## config.mk

```make
export PLATFORM = sky130hd
export DESIGN_NAME = rgb_to_hsv_converter
export DESIGN_NICKNAME = d
export VERILOG_FILES = /design/src/rtl/rgbhsv_pkg.sv /design/src/rtl/rgb_to_hsv_converter.sv /design/src/rtl/rgbhsv_front.sv /design/src/rtl/rgbhsv_div_cell.sv /design/src/rtl/rgbhsv_back.sv
export SDC_FILE = /design/constraint.sdc
export NUM_CORES = 2
export LEC_CHECK = 0
export BUFFER_PORTS_ARGS = -buffer_cell sky130_fd_sc_hd__buf_2
export CORE_MARGIN = 2
export CORE_UTILIZATION = 60
export DETAILED_ROUTE_END_ITERATION = 6
export GPL_TIMING_DRIVEN = 0
export PLACE_DENSITY = 0.8
export SLEW_MARGIN = 10
export SYNTH_ARGS = -nofsm -noshare
export SYNTH_HDL_FRONTEND = slang
export SYNTH_SLANG_ARGS = --single-unit
```

## constraint.sdc

```tcl
create_clock -name clk -period 7.2 [get_ports clk]
set_input_delay 0.36 -clock clk [delete_from_list [all_inputs] [get_ports clk]]
set_output_delay 0.36 -clock clk [all_outputs]
set_load 0.02 [all_outputs]
```

## src/rtl/rgbhsv_pkg.sv

```systemverilog
// ----------------------------------------------------------------------------
// rgbhsv_pkg
// Types and constants shared by the RGB to HSV converter pipeline.
// ----------------------------------------------------------------------------
package rgbhsv_pkg;

	// Hue in 1/64 degree: one sixth of the circle, the green and blue sector bases, the full circle and its maximum
	localparam logic [14:0] HUE_SIXTH = 15'd3840;
	localparam logic [14:0] HUE_GREEN = 15'd7680;
	localparam logic [14:0] HUE_BLUE  = 15'd15360;
	localparam logic [14:0] HUE_FULL  = 15'd23040;
	localparam logic [14:0] HUE_MAX   = 15'd23039;

	// Quotient bits, one per divider cell
	localparam int unsigned DIV_STEPS = 16;

	typedef struct packed {
		logic [7:0] red_in;
		logic [7:0] green_in;
		logic [7:0] blue_in;
	} pixel_in_t;

	typedef struct packed {
		logic [14:0] hue_out;
		logic [15:0] saturation_out;
		logic [7:0]  value_out;
		logic        achromatic;
	} pixel_out_t;

	// One restoring-division lane: partial remainder, numerator bits
	// shifting out on top while quotient bits shift in below, divisor
	typedef struct packed {
		logic [7:0]  rem;
		logic [15:0] work;
		logic [7:0]  dvs;
	} div_lane_t;

	// Information riding alongside the divisions
	typedef struct packed {
		logic [14:0] base;
		logic        neg;
		logic [7:0]  value;
		logic        achro;
	} side_t;

	typedef struct packed {
		div_lane_t sat;
		div_lane_t hue;
		side_t     side;
	} pipe_t;

endpackage

```

## src/rtl/rgb_to_hsv_converter.sv

```systemverilog
// ----------------------------------------------------------------------------
// rgb_to_hsv_converter
// Pixel-rate RGB to HSV conversion through a chain of divider cells.
// ----------------------------------------------------------------------------
//  channel | handshake              | payload
//  --------+------------------------+----------------------------------------
//  in      | in_valid / in_stall    | pixel_in_t  (red, green, blue)
//  out     | out_valid / out_stall  | pixel_out_t (hue, sat, value, flag)
//
//  One pixel per clock while out_stall is low, through a front stage, a
//  chain of 16 division cells (one quotient bit each for saturation and hue),
//  and an output stage.
//  Every stage holds its own valid bit, so bubbles close up under stall and
//  a new pixel is taken while a finished result waits at the output, as long
//  as some stage of the chain is empty; only a full chain stalls the input.
//  Reset clears only the valid bits; the chain is empty after reset.
// ----------------------------------------------------------------------------
module rgb_to_hsv_converter (
	input  logic                   clk,
	input  logic                   arst_n,
	input  logic                   in_valid,
	output logic                   in_stall,
	input  rgbhsv_pkg::pixel_in_t  in_data,
	output logic                   out_valid,
	input  logic                   out_stall,
	output rgbhsv_pkg::pixel_out_t out_data
);

	localparam int unsigned N = rgbhsv_pkg::DIV_STEPS;

	logic              chain_valid [N+1];
	logic              chain_stall [N+1];
	rgbhsv_pkg::pipe_t chain_data  [N+1];

	// Operand preparation
	rgbhsv_front u_front (
		.clk       (clk),
		.arst_n    (arst_n),
		.in_valid  (in_valid),
		.in_stall  (in_stall),
		.in_data   (in_data),
		.out_valid (chain_valid[0]),
		.out_stall (chain_stall[0]),
		.out_data  (chain_data[0])
	);

	// Division chain
	for (genvar i = 0; i < N; i++) begin : g_cell
		rgbhsv_div_cell u_cell (
			.clk       (clk),
			.arst_n    (arst_n),
			.in_valid  (chain_valid[i]),
			.in_stall  (chain_stall[i]),
			.in_data   (chain_data[i]),
			.out_valid (chain_valid[i+1]),
			.out_stall (chain_stall[i+1]),
			.out_data  (chain_data[i+1])
		);
	end

	// Hue assembly and output register
	rgbhsv_back u_back (
		.clk       (clk),
		.arst_n    (arst_n),
		.in_valid  (chain_valid[N]),
		.in_stall  (chain_stall[N]),
		.in_data   (chain_data[N]),
		.out_valid (out_valid),
		.out_stall (out_stall),
		.out_data  (out_data)
	);

	// Achromatic results carry zero hue and saturation
	a_achro_zero: assert property (@(posedge clk) disable iff (!arst_n)
		out_valid && out_data.achromatic |->
			out_data.hue_out == 15'd0 && out_data.saturation_out == 16'd0)
		else $error("achromatic transaction with nonzero hue or saturation");

	// Hue stays below the full circle
	a_hue_range: assert property (@(posedge clk) disable iff (!arst_n)
		out_valid |-> out_data.hue_out < rgbhsv_pkg::HUE_FULL)
		else $error("hue out of range");

	// A chromatic pixel has a nonzero value
	a_value_nz: assert property (@(posedge clk) disable iff (!arst_n)
		out_valid && !out_data.achromatic |-> out_data.value_out != 8'd0)
		else $error("chromatic transaction with zero value");

	// Input backpressure only when the whole chain is full up to the output
	a_stall_full: assert property (@(posedge clk) disable iff (!arst_n)
		in_stall |-> out_valid && out_stall)
		else $error("input stalled while output not blocked");

endmodule

```

## src/rtl/rgbhsv_front.sv

```systemverilog
// ----------------------------------------------------------------------------
// rgbhsv_front
// First stage: max/min, hue sector selection and division operands.
// ----------------------------------------------------------------------------
module rgbhsv_front (
	input  logic                  clk,
	input  logic                  arst_n,
	input  logic                  in_valid,
	output logic                  in_stall,
	input  rgbhsv_pkg::pixel_in_t in_data,
	output logic                  out_valid,
	input  logic                  out_stall,
	output rgbhsv_pkg::pipe_t     out_data
);

	logic [7:0]  r, g, b;
	logic [7:0]  mx, mn, d;
	logic [7:0]  p, q, x;
	logic [14:0] base;
	logic        neg;
	logic [23:0] sat_num;
	logic [19:0] hue_num;
	logic        valid_s1;
	rgbhsv_pkg::pipe_t data_s1;
	rgbhsv_pkg::pipe_t data_d;

	assign r = in_data.red_in;
	assign g = in_data.green_in;
	assign b = in_data.blue_in;

	// Sector pick: red wins ties over green, green over blue
	always_comb begin
		if (r >= g && r >= b) begin
			mx   = r;
			p    = g;
			q    = b;
			base = (g < b) ? rgbhsv_pkg::HUE_FULL : 15'd0;
		end else if (g >= b) begin
			mx   = g;
			p    = b;
			q    = r;
			base = rgbhsv_pkg::HUE_GREEN;
		end else begin
			mx   = b;
			p    = r;
			q    = g;
			base = rgbhsv_pkg::HUE_BLUE;
		end
		mn = (r < g) ? ((r < b) ? r : b) : ((g < b) ? g : b);
	end

	assign d   = mx - mn;
	assign neg = (p < q);
	assign x   = neg ? (q - p) : (p - q);

	// 65535*d and 3840*x as shifts and subtracts
	assign sat_num = {d, 16'd0} - {16'd0, d};
	assign hue_num = {x, 12'd0} - {4'd0, x, 8'd0};

	always_comb begin
		data_d.sat.rem   = sat_num[23:16];
		data_d.sat.work  = sat_num[15:0];
		data_d.sat.dvs   = mx;
		data_d.hue.rem   = {4'd0, hue_num[19:16]};
		data_d.hue.work  = hue_num[15:0];
		data_d.hue.dvs   = d;
		data_d.side.base  = base;
		data_d.side.neg   = neg;
		data_d.side.value = mx;
		data_d.side.achro = (d == 8'd0);
	end

	assign in_stall = valid_s1 && out_stall;

	always_ff @(posedge clk or negedge arst_n) begin
		if (!arst_n) begin
			valid_s1 <= 1'b0;
		end else if (!in_stall) begin
			valid_s1 <= in_valid;
		end
	end

	always_ff @(posedge clk) begin
		if (in_valid && !in_stall) begin
			data_s1 <= data_d;
		end
	end

	assign out_valid = valid_s1;
	assign out_data  = data_s1;

endmodule

```

## src/rtl/rgbhsv_div_cell.sv

```systemverilog
// ----------------------------------------------------------------------------
// rgbhsv_div_cell
// One restoring-division step for both lanes, one quotient bit per cell.
// ----------------------------------------------------------------------------
module rgbhsv_div_cell (
	input  logic              clk,
	input  logic              arst_n,
	input  logic              in_valid,
	output logic              in_stall,
	input  rgbhsv_pkg::pipe_t in_data,
	output logic              out_valid,
	input  logic              out_stall,
	output rgbhsv_pkg::pipe_t out_data
);

	logic              valid_q;
	rgbhsv_pkg::pipe_t data_q;
	rgbhsv_pkg::pipe_t data_d;

	function automatic rgbhsv_pkg::div_lane_t div_step(input rgbhsv_pkg::div_lane_t l);
		rgbhsv_pkg::div_lane_t o;
		logic [8:0] t;
		logic       take;
		t    = {l.rem, l.work[15]};
		take = (t >= {1'b0, l.dvs});
		o.rem  = take ? 8'(t - {1'b0, l.dvs}) : t[7:0];
		o.work = {l.work[14:0], take};
		o.dvs  = l.dvs;
		return o;
	endfunction

	always_comb begin
		data_d.sat  = div_step(in_data.sat);
		data_d.hue  = div_step(in_data.hue);
		data_d.side = in_data.side;
	end

	assign in_stall = valid_q && out_stall;

	always_ff @(posedge clk or negedge arst_n) begin
		if (!arst_n) begin
			valid_q <= 1'b0;
		end else if (!in_stall) begin
			valid_q <= in_valid;
		end
	end

	always_ff @(posedge clk) begin
		if (in_valid && !in_stall) begin
			data_q <= data_d;
		end
	end

	assign out_valid = valid_q;
	assign out_data  = data_q;

endmodule

```

## src/rtl/rgbhsv_back.sv

```systemverilog
// ----------------------------------------------------------------------------
// rgbhsv_back
// Last stage: hue from sector base and quotient, achromatic override,
// output register.
// ----------------------------------------------------------------------------
module rgbhsv_back (
	input  logic                   clk,
	input  logic                   arst_n,
	input  logic                   in_valid,
	output logic                   in_stall,
	input  rgbhsv_pkg::pipe_t      in_data,
	output logic                   out_valid,
	input  logic                   out_stall,
	output rgbhsv_pkg::pixel_out_t out_data
);

	logic [15:0] hue_sum;
	logic [14:0] hue;
	logic        round_up;
	logic        valid_q;
	rgbhsv_pkg::pixel_out_t res_d;
	rgbhsv_pkg::pixel_out_t res_q;

	// Negative offsets truncate toward the base, so a nonzero remainder
	// takes one more unit off
	assign round_up = (in_data.hue.rem != 8'd0);

	always_comb begin
		if (in_data.side.neg) begin
			hue_sum = {1'b0, in_data.side.base} - {4'd0, in_data.hue.work[11:0]}
				- {15'd0, round_up};
		end else begin
			hue_sum = {1'b0, in_data.side.base} + {4'd0, in_data.hue.work[11:0]};
		end
		hue = (hue_sum >= {1'b0, rgbhsv_pkg::HUE_FULL}) ? rgbhsv_pkg::HUE_MAX
			: hue_sum[14:0];
	end

	always_comb begin
		res_d.value_out  = in_data.side.value;
		res_d.achromatic = in_data.side.achro;
		if (in_data.side.achro) begin
			res_d.hue_out        = 15'd0;
			res_d.saturation_out = 16'd0;
		end else begin
			res_d.hue_out        = hue;
			res_d.saturation_out = in_data.sat.work;
		end
	end

	assign in_stall = valid_q && out_stall;

	always_ff @(posedge clk or negedge arst_n) begin
		if (!arst_n) begin
			valid_q <= 1'b0;
		end else if (!in_stall) begin
			valid_q <= in_valid;
		end
	end

	always_ff @(posedge clk) begin
		if (in_valid && !in_stall) begin
			res_q <= res_d;
		end
	end

	assign out_valid = valid_q;
	assign out_data  = res_q;

endmodule

```

# Word-level counts from Yosys, hierarchy flattened
# Index checks and enable logic that the tools add are counted.
# op_classes
addsub,39
multipliers,0
div,0
n_lt_le_gt_ge,40
n_eq_ne,0
shifts,0
muxes,46
n_bitwise,0
reduce_logical,58
# op_table
operator,count
$mux 8,40
$ge 9x8->1,31
$sub 8x8->8,33
$mux 15,3
$logic_and 1x1->1,37
$lt 8x8->1,4
$ge 8x8->1,3
$sub 24x8->24,1
$sub 20x16->20,1
$logic_not 1->1,18
$add 15x12->16,1
$ge 16x15->1 const B,1
$mux 16,1
$sub 15x12->16,1
$sub 16x1->16,1
$mux 14,1
$ge 5x8->1,1
$logic_not 8->1,1
$reduce_bool 8->1,1
$sub 5x8->8,1
$mux 5,1
$reduce_or 2->1,1
# totals
reg_bits,1411
latchBits,0
ram_bits,0
mem_bits_ro,0
in_bits,28
output_inout_bits,42
word_cells,358
n_memories,0

# Depth between registers and ports, before layout
# logic_depth
word_depth,20
mapped_depth,27
depth_no_buf,25

# Hierarchy
# Synthesis repeated with hierarchy kept, for this count alone.
# hier_totals
cells_unflattened,4484
area_unflattened_um2,67731.2
# modules_own_cells
mod,n_inst,cells_per_inst,area_each_um2,seq_area_each_um2
rgbhsv_div_cell (g_cell[10].u_cell ...),12,227,3722.3,2697.6
rgbhsv_div_cell (g_cell[0].u_cell ...),3,222,3687.3,2697.6
rgbhsv_front,1,522,4894.7,1736.7
rgbhsv_div_cell (g_cell[2].u_cell),1,228,3704.8,2697.6
rgbhsv_back,1,344,3402.0,1226.2

# Worst setup path before layout
# Ideal clock, no wire load.
# synth_path
path_type,reg-to-reg
startpoint,"register u_back.valid_q, in the netlist u_back.out_valid"
endpoint,"register g_cell[2].u_cell.data_q (netlist bit g_cell[2].u_cell.out_data[0]), enable pin"
setup_ns,0.563
t_arrival_ns,5.555
slack_ns,1.083
path_stages_with_launch,8
n_path_buf,0
period_less_slack_ns,6.117
cell_sequence,dfrtp_1 nand3_1 nor2_1 and3_1 nand3_1 nor3_1 and3_1 a21boi_0
# synth_via
elab_chain_cells,17
# synth_lines
element,line,source
start: declaration,rgbhsv_back.sv:20,logic valid_q;
start signal: assignment,rgbhsv_back.sv:57,valid_q <= in_valid;
$logic_and 1x1->1,rgbhsv_back.sv:51,assign in_stall = valid_q && out_stall;
$logic_and 1x1->1 (14 in a row),rgbhsv_div_cell.sv:38,assign in_stall = valid_q && out_stall;
$logic_not 1->1,-,
$logic_and 1x1->1,rgbhsv_div_cell.sv:49,if (in_valid && !in_stall) begin
end signal: assignment,rgbhsv_div_cell.sv:50,data_q <= data_d;
end: declaration,rgbhsv_div_cell.sv:17,rgbhsv_pkg::pipe_t data_q;
# No other way between the ends.
# A chain may end at the register's enable or synchronous reset.

==> insert_results.sql <==
INSERT INTO impl_metrics (metric_group, metric, value, unit) VALUES
('floorplan', 'design.die.area', '0.0840', 'sq mm'),
('cells_and_area', 'flow.area_growth_from_synthesis', '11.3', '%'),
('clock_tree', 'clock_insertion_delay_worst_skew', '0.66', 'ns'),
('worst_hold_path', 'timing.hold.worst.class', 'primary input to register', ''),
('critical_path', 'cp.required', '7.69', 'ns'),
('clock_tree', 'clockRootBuffer', 'clkbuf_16', ''),
('pwr', 'max_ir_drop_vdd', '231', 'uV'),
('clock_tree', 'cts_tree', 'done', ''),
('detailed_routing', 'vias', '28739', ''),
('global_routing', 'grt_remaining_overflow', '0', ''),
('clock_tree', 'clock_sinks', '1067', ''),
('timing', 'post-route-period-util', '83.8', '%'),
('synth', 'synth.lib_cells_used.distinct', '87', ''),
('global_routing', 'antenna_found_initial', '1', ''),
('placed_design', 'place.port_buffers', '69', ''),
('synth', 'number_of_synthesized_register_bits', '1067', ''),
('timing', 'max_freq', '166', 'MHz'),
('timing', 'timing.max_slew.rel_slack', '30.9', '%'),
('critical_path', 'setup.reg_to_reg.worst_slack', '2.66', 'ns'),
('timing', 'number_of_pins_exceeding_their_max_slew_limit_in_the_final_report', '0', ''),
('global_routing', 'grt_pass1_vias', '29707', ''),
('floorplan', 'i_o_pin_count', '70', ''),
('floorplan', 'core_region_area', '0.0807', 'sq mm'),
('timing', 'worst_slew_pin_slew', '1.03', 'ns'),
('synth', 'synth.yosys.seq_area_share', '65.2', '%'),
('synth', 'synthesis.area', '0.0490', 'sq mm'),
('critical_path', 'path_class', 'primary input to register', ''),
('cells_and_area', 'most_common_cell_after_layout_fill_and_taps_aside', 'edfxtp_1', ''),
('synth', 'synthesis.area_per_instance', '13.0', 'sq um'),
('clock_tree', 'cts.path.max_buffers', '3', ''),
('critical_path', 'critPathCaptureType', 'register', ''),
('critical_path', 'worst_r2r_endpoint', 'u_back.out_data[33]$_SDFFCE_PP0P_', ''),
('placed_design', 'dp_hpwl', '59.9', 'mm'),
('critical_path', 'critical_path_peak_fanout', '10', ''),
('global_routing', 'grt_start_max_net_pins', '66', ''),
('synth', 'post_synth_inst_count', '3773', ''),
('clock_tree', 'post-cts-setup-buffer-count', '0', ''),
('critical_path', 'crit-reg2reg-launch', 'g_cell[15].u_cell.out_data[50]$_DFFE_PP_', ''),
('timing', 'hold_viol', '0', ''),
('critical_path', 'cp-start-kind', 'primary input', ''),
('global_routing', 'grt_use_total', '21.0', '%'),
('detailed_routing', 'avg_vias_per_cell', '5.63', ''),
('pwr', 'report.power.total', '0.0225', 'W'),
('synth', 'yosys_warnings', '0', ''),
('cells_and_area', 'drive_gt1_share', '7.49', '%'),
('timing', 'setup_viol_count_final', '0', ''),
('worst_hold_path', 'terminating_pin_of_the_worst_hold_path', 'u_front.out_data[64]$_DFFE_PP_', ''),
('timing', 'fin_worst_skew', '0.0344', 'ns'),
('detailed_routing', 'detail_route.iter0.violations', '1595', ''),
('detailed_routing', 'drt-pass1-iter-count', '7', ''),
('synth', 'synth_flop_cell', 'edfxtp_1', ''),
('synth', 'proportion_of_register_bits_with_asynchronous_set_or_reset_after_synthesis', '1.69', '%'),
('clock_tree', 'cts_inserted_buffers', '102', ''),
('cells_and_area', 'fin_nets', '4358', ''),
('run_status', 'outcome', 'finished, final reports clean', ''),
('pwr', 'leakage', '21.9', 'nW'),
('clock_tree', 'cts-resized-gates', '0', ''),
('detailed_routing', 'avgRoutedWirePerCell', '17.1', 'um'),
('detailed_routing', 'totalWireLength', '87.2', 'mm'),
('cells_and_area', 'antennaDiodeCount', '0', ''),
('run', 'maxCapViolCount', '0', ''),
('timing', 'period_minus_slack', '6.03', 'ns'),
('timing', 'setup_slack', '1.17', 'ns'),
('critical_path', 'arrival', '6.52', 'ns'),
('floorplan', 'height_of_the_chip', '290', 'um'),
('clock_tree', 'htree_levels', '3', ''),
('pwr', 'cellPowerDensity', '412', 'mW/mm^2'),
('detailed_routing', 'final_antenna_net_count', '0', ''),
('floorplan', 'placementRows', '104', ''),
('placed_design', 'dp_worst_setup_slack', '0.607', 'ns'),
('global_routing', 'grt_pass1_wl', '144', 'mm');
worst max-delay path by stage:
stage          slack (ns)                                      end                    startpoint
5_1_grt              0.61           u_front.out_data[49]$_DFFE_PP_                    in_data[7]
6_report             1.17           u_front.out_data[49]$_DFFE_PP_                    in_data[7]
2_1_floorplan        1.08   g_cell[2].u_cell.out_data[0]$_DFFE_PP_  u_back.out_valid$_DFFE_PN0N_
3_5_place_dp         0.61           u_front.out_data[49]$_DFFE_PP_                    in_data[7]
3_3_place_gp        -0.70  g_cell[2].u_cell.out_data[64]$_DFFE_PP_                     out_stall
4_1_cts              1.27           u_front.out_data[49]$_DFFE_PP_                    in_data[7]
power breakdown:
part	switching (W)	total [W]	leakage (nW)	internal [W]
Clock	0.00227	0.00536	1.60	0.00309
Combinational	0.00446	0.00735	9.84	0.00289
Sequential	0.000697	0.00979	10.4	0.00909
Total	0.00743	0.0225	21.9	0.0151
per-stage QoR:
step	setup TNS, ns	utilization (%)	instance area, sq um	cells
final	0	67.6	54600	5108
after global routing	0	67.6	54600	5108
after CTS	0	67.6	54600	5108
after detailed placement	0	63.5	51200	4921
after global placement	-47.31	62.8	50700	4902
after floorplan	0	-	49000	3773
cells by family (layout without fill, tap and decap cells):
kind of cell	count (synthesis)	count (layout)	share of synthesized area (%)
multiplexers	14	14	0.286
XOR/XNOR	128	128	2.33
adder cells (fa/ha/maj)	363	363	9.80
buffers and inverters	614	889	4.75
AND/OR/NAND/NOR	786	786	7.62
AO/OA/AOI/OAI	801	801	10.0
flip-flops	1067	1067	65.2
routing by layer:
| layer | share of wire (%) | GRT usage [%] | wire length, um | vias to the layer above |
|---|---|---|---|---|
| li1 | - | - | - | 13949 |
| met1 | 36 | 21.7 | 31600 | 13785 |
| met2 | 56 | 41.6 | 48800 | 750 |
| met3 | 3.6 | 3.06 | 3100 | 255 |
| met4 | 4.3 | 9.41 | 3770 | 0 |
| met5 | 0 | 0 | 0 | - |
Yosys cell counts, drive strengths merged, types with 3 or more instances:
master	n	area, sq um
edfxtp	1049	31500
inv	555	2080
ha	327	4090
o21ai	320	1610
nand2	266	1000
nor2	212	803
a21oi	173	870
xor2	71	629
a21o	67	505
nor2b	67	419
o31ai	65	502
nand4	63	394
xnor2	57	514
and3	54	339
clkbuf	52	199
a21boi	47	353
fa	35	701
a311oi	30	263
nand2b	30	190
o21bai	30	225
nand3	24	125
dfrtp	18	450
a31oi	15	109
and2	15	93.8
nor3	15	75.1
mux2i	14	140
or2	12	75.1
or4	8	63.8
buf	7	47.6
o21a	7	52.6
a211o	5	46.3
o211ai	5	51.3
o22a	5	43.8
a211oi	4	35.0
nand3b	4	30.0
or3	4	25.0
a2111oi	3	32.5
a31o	3	26.3
a41oi	3	26.3
nor4	3	18.8
o211a	3	30.0
cell type report:
| class | instances | area (sq um) | area share [%] |
|---|---|---|---|
| repair buffers | 91 | 786 | 1.44 |
| inverters | 555 | 2080 | 3.82 |
| multi-input cells | 2092 | 14800 | 27.2 |
| clock buffers | 128 | 2700 | 4.95 |
| clock inverters | 56 | 632 | 1.16 |
| well taps | 1060 | 1330 | 2.43 |
| flip-flops and latches | 1067 | 32000 | 58.6 |
| plain buffers | 59 | 246 | 0.452 |
sequential cells by signal (all words and copies together) (netlist names):
signal                   cells
g_cell.u_cell.out_data     952
g_cell.u_cell.out_valid     16
u_back.out_data             40
u_back.out_valid             1
u_front.out_data            57
u_front.out_valid            1
worst max-delay path, cell delays in order:
cell      delay, ns
buf_2          0.11
inv_1          0.11
ha_1           0.34
nand4_1        0.24
o21bai_1       0.26
o21ai_1        0.30
clkbuf_1       0.56
mux2i_1        0.26
nor2_1         0.06
a21oi_1        0.41
ha_1           0.31
clkbuf_1       0.20
o21a_1         0.16
o21ai_2        0.20
a31oi_4        0.10
o311a_1        0.36
o41ai_1        0.44
nand3_1        0.14
xor2_1         0.46
inv_1          0.10
ha_1           0.27
and2_1         0.21
o21ai_0        0.15
o31ai_1        0.09
a21o_1         0.16
a211oi_1       0.17
what timing repair did:
item	in CTS	in global routing
endpoints found under the setup margin	0	0
hold buffers	3	0
hold endpoints to repair	20	0
Note: power is estimated with default switching activity, not from simulation.
